===== src/hw/rtl/lcaa_pkg.sv =====
package lcaa_pkg;

   localparam int ACT_W   = 2;
   localparam int LABEL_W = 10;
   localparam int POS_W   = 20;
   localparam int SUM_W   = 60;
   localparam int AREA_W  = 40;
   localparam int CENT_W  = 24;
   localparam int ENTRY_W = 2 * SUM_W + AREA_W;

   localparam logic [ACT_W-1:0] ACT_ACC   = 2'd0;
   localparam logic [ACT_W-1:0] ACT_READ  = 2'd1;
   localparam logic [ACT_W-1:0] ACT_CLEAR = 2'd2;

   typedef enum logic [2:0] {
      S_CLEAR,
      S_IDLE,
      S_ACC,
      S_RDLOAD,
      S_DIV,
      S_OUT
   } state_type;

   // Commands from the controller to the datapath.
   typedef struct packed {
      logic take;
      logic clr_wr;
      logic acc_wr;
      logic div_load;
      logic div_step;
      logic out_load;
   } cmd_type;

   // Status from the datapath to the controller.
   typedef struct packed {
      logic sweep_last;
      logic div_last;
      logic rsp_free;
   } sts_type;

endpackage


===== src/hw/rtl/lcaa_ctrl.sv =====
module lcaa_ctrl import lcaa_pkg::*; (
   input  logic             clock,
   input  logic             reset,
   input  logic             req_valid,
   input  logic [ACT_W-1:0] req_action,
   output logic             req_ready,
   input  sts_type          sts,
   output cmd_type          cmd
);

   state_type state_ff, state_in;

   always_ff @(posedge clock) begin
      if (reset) begin
         state_ff <= S_CLEAR;
      end else begin
         state_ff <= state_in;
      end
   end

   always_comb begin
      state_in = state_ff;
      case (state_ff)
         S_CLEAR: begin
            if (sts.sweep_last) state_in = S_IDLE;
         end
         S_IDLE: begin
            if (req_valid) begin
               case (req_action)
                  ACT_ACC:   state_in = S_ACC;
                  ACT_READ:  state_in = S_RDLOAD;
                  ACT_CLEAR: state_in = S_CLEAR;
                  default:   state_in = S_IDLE;
               endcase
            end
         end
         S_ACC:    state_in = S_IDLE;
         S_RDLOAD: state_in = S_DIV;
         S_DIV: begin
            if (sts.div_last) state_in = S_OUT;
         end
         S_OUT: begin
            if (sts.rsp_free) state_in = S_IDLE;
         end
         default: state_in = S_IDLE;
      endcase
   end

   always_comb begin
      cmd       = '0;
      req_ready = 1'b0;
      case (state_ff)
         S_CLEAR: cmd.clr_wr = 1'b1;
         S_IDLE: begin
            req_ready = 1'b1;
            cmd.take  = req_valid;
         end
         S_ACC:    cmd.acc_wr   = 1'b1;
         S_RDLOAD: cmd.div_load = 1'b1;
         S_DIV:    cmd.div_step = 1'b1;
         S_OUT:    cmd.out_load = sts.rsp_free;
         default:  cmd = '0;
      endcase
   end

endmodule


===== config.mk =====
export PLATFORM = sky130hd
export DESIGN_NAME = lcaa_ctrl
export DESIGN_NICKNAME = d
export VERILOG_FILES = /design/src/hw/rtl/lcaa_pkg.sv /design/src/hw/rtl/lcaa_ctrl.sv
export SDC_FILE = /design/constraint.sdc
export NUM_CORES = 1
export LEC_CHECK = 0
export BUFFER_PORTS_ARGS = -buffer_cell sky130_fd_sc_hd__buf_2
export CORE_AREA = 2 2 39 41
export CTS_BUF_LIST = sky130_fd_sc_hd__clkbuf_4 sky130_fd_sc_hd__clkbuf_8 sky130_fd_sc_hd__clkbuf_16
export CTS_CLUSTER_SIZE = 25
export DETAILED_ROUTE_END_ITERATION = 10
export DIE_AREA = 0 0 41 43
export GPL_TIMING_DRIVEN = 0
export HOLD_SLACK_MARGIN = 0.12
export PLACE_DENSITY = 0.39
export REMOVE_ABC_BUFFERS = 1
export SYNTH_ARGS = -nofsm -noshare
export SYNTH_HDL_FRONTEND = slang
export SYNTH_SLANG_ARGS = --single-unit
export TNS_END_PERCENT = 30

===== constraint.sdc =====
create_clock -name clock -period 2.6 [get_ports clock]
set_input_delay 0.13 -clock clock [delete_from_list [all_inputs] [get_ports clock]]
set_output_delay 0.13 -clock clock [all_outputs]
set_load 0.01 [all_outputs]

==> impl_metrics.yaml <==
synthesis:
  netlist.top_cell.by_area: "dfxtp_1"
  synth_top_flop_cell: "dfxtp_1"
  number_of_unique_standard_cell_types_used_by_synthesis: 16
  ys_seq_elements: 3
  synth.avg_cell_area_um2: 9.04
  syn_warnings: 0
  post_synth_mux_area_share_pct: 5.03
  fraction_of_the_mapped_netlist_area_in_compound_gates_pct: 13.8
  synth_xor_xnor_area_share_pct: 0
  synth.yosys.seq_area_share_pct: 30.2
  synth-edff-count: 0
  ys_top_cells_by_count: "dfxtp_1 (3), inv_1 (3), a31oi_1 (2), nor3_1 (2)"
  async_flop_share_pct: 0
  synthesized_area_fraction_occupied_by_and_or_nand_nor_cells_pct: 39.6
  synth_top_family_by_area: "simple AND/OR/NAND/NOR gates"
  syn_area_um2: 199
  synth_adder_area_share_pct: 0
  netlist.area_leader.share_pct: 30.2
  syn-instance-count: 22
  synth.top_cells.by_area: "dfxtp_1 (30%), nor3b_4 (9.4%), a31oi_1 (6.3%), buf_6 (5.7%), inv_1 (5.7%)"
final_layout:
  final_nets: 49
  fillerInstances: 162
  finish.instance_area_um2: 318
  max_flop_register: "state_ff"
  largest_register_ffs: 3
  post_synthesis_to_final_layout_area_growth_pct: 59.7
  top_registers: "state_ff: 3 flops"
  drive_gt1_share_pct: 57.5
  num_antenna_cells: 0
sta:
  timing.clock.skew_ps: 0.814
  finalCriticalPeriod_ps: 1280
  maxSlewHeadroom_pct: 79.1
  fin_setup_tns_ps: 0
  tightestPinTransition_ps: 313
  rsz_0062_raised_after_global_routing: "false"
  fin_ws_ps: 1320
  setup_viol_count_final: 0
  timing_hold_violations_final: 0
  fmax_mhz: 783
  final.period_utilization_pct: 49.1
  drv_slew: 0
placed_design:
  buffer_ports.inserted: 14
  dpl-instance-area_um2: 278
  place_congestion: 0.553
  placement.setup.worst_slack_ps: 1460
clock_tree:
  cts-root-buf: "clkbuf_4"
  cts_buffers: 3
  cts_repair_resize_count: 0
  clk_pin_slew_worst_paths_ps: 40
  cts_hold_buffers: 1
  clock_tree.buffer_depth: 2
  tritoncts: "yes"
  cts_post_setup_buffers_inserted: 0
  clkLatencyLatePin_ps: 230
  cts_max_level: 1
  clock-sinks: 3
route:
  ant_nets: 0
  drt-pass1-iter-count: 2
  drt_wl_total_um: 462
  route.detailed.vias_per_inst: 3.91
  wl_per_cell_um: 8.25
  remaining_drc_errors: 0
  dr.first_iter.drc_count: 4
  routed-via-count: 219
pwr:
  pwr_dens_mw_per_mm2: 519
  power.static_leakage_nw: 0.164
  vdd_ir_drop_max_uv: 114
  design_power_total_mw: 0.165
global_routing:
  grt_max_degree: 10
  grt_overflow: 0
  via_count_of_the_first_global_routing_pass: 207
  grt_usage_pct: 6.63
  antenna_found_initial: 0
  grt_first_pass_wirelength_um: 724
worst_setup_path:
  worstPathRequired_ps: 2470
  critical_path.startpoint_type: "flip-flop"
  worstPathMaxFanout: 6
  cp_data_arrival_time_ps: 1150
  critPathCaptureType: "output pin"
  cp_class: "flip-flop to output pin"
die:
  dieHeight_um: 43
  floorplan.rows: 14
  floorplan.initialDensity_pct: 14.4
  io_pins: 15
  die_width_um: 41
  fp.dieArea_mm2: 0.00176
  core_area_mm2: 0.00138
hold_path:
  hp-class: "primary input to flip-flop"
run_status:
  outcome: "finished clean"
job:
  cap_violations: 0
==> worst max-delay path, cell delays in order, from the launching register on <==
cell	delay, ps
dfxtp_1	440
inv_1	120
and3_2	220
buf_2	130
==> cell usage in the layout, fill, tap and decap left out, types with 2 or more instances in the layout <==
master,Yosys,routed
inv_1,3,3
dfxtp_1,3,3
a31oi_1,2,2
buf_2,0,14
nor3_1,2,2
clkbuf_4,0,4
==> metal layers <==
metal	track usage (%)	wire (um)	vias to the layer above
li1	-	-	114
met1	5.48	163	101
met2	9.69	287	4
met3	3.14	10	0
met4	8.00	0	0
met5	0	0	-
==> path summary, 6_finish.rpt <==
kind                 start           to  slack, ps  cells past startpoint
min reg2reg    state_ff[0]  state_ff[0]        600                      2
min          req_action[1]  state_ff[1]        180                      2
max            state_ff[1]       cmd[1]       1320                      3
max reg2reg    state_ff[2]  state_ff[1]       1480                      3
==> kinds of logic after synthesis <==
kind of cell / count (synthesis)
muxes: 1
AOI/OAI and AO/OA: 4
and+or+nand+nor: 10
buffers and inverters: 4
DFF: 3
==> area by class of cell <==
| type | instances | area (um2) | area share [%] |
|---|---|---|---|
| inverters | 3 | 11.3 | 3.54 |
| multi-input cells | 15 | 116 | 36.6 |
| repair buffers | 15 | 80.1 | 25.2 |
| well taps | 16 | 20.0 | 6.30 |
| flip-flops and latches | 3 | 60.1 | 18.9 |
| clock buffers | 4 | 30.0 | 9.45 |
==> stage by stage <==
stage          instances  utilization (%)  hold slack [ps]
2_1_floorplan         21                -              202
3_3_place_gp          51             20.1              318
3_5_place_dp          51             20.1              317
4_1_cts               56             23.0              179
5_1_grt               56             23.0              177
6_report              56             23.0              183
==> report_power, final <==
part           leakage (nW)  total (mW)  switching (mW)  internal (mW)
registers            0.0245      0.0508         0.00269         0.0481
logic                 0.121      0.0248          0.0101         0.0147
clock network        0.0184      0.0895          0.0218         0.0678
Power figures use the tool's default switching activity.
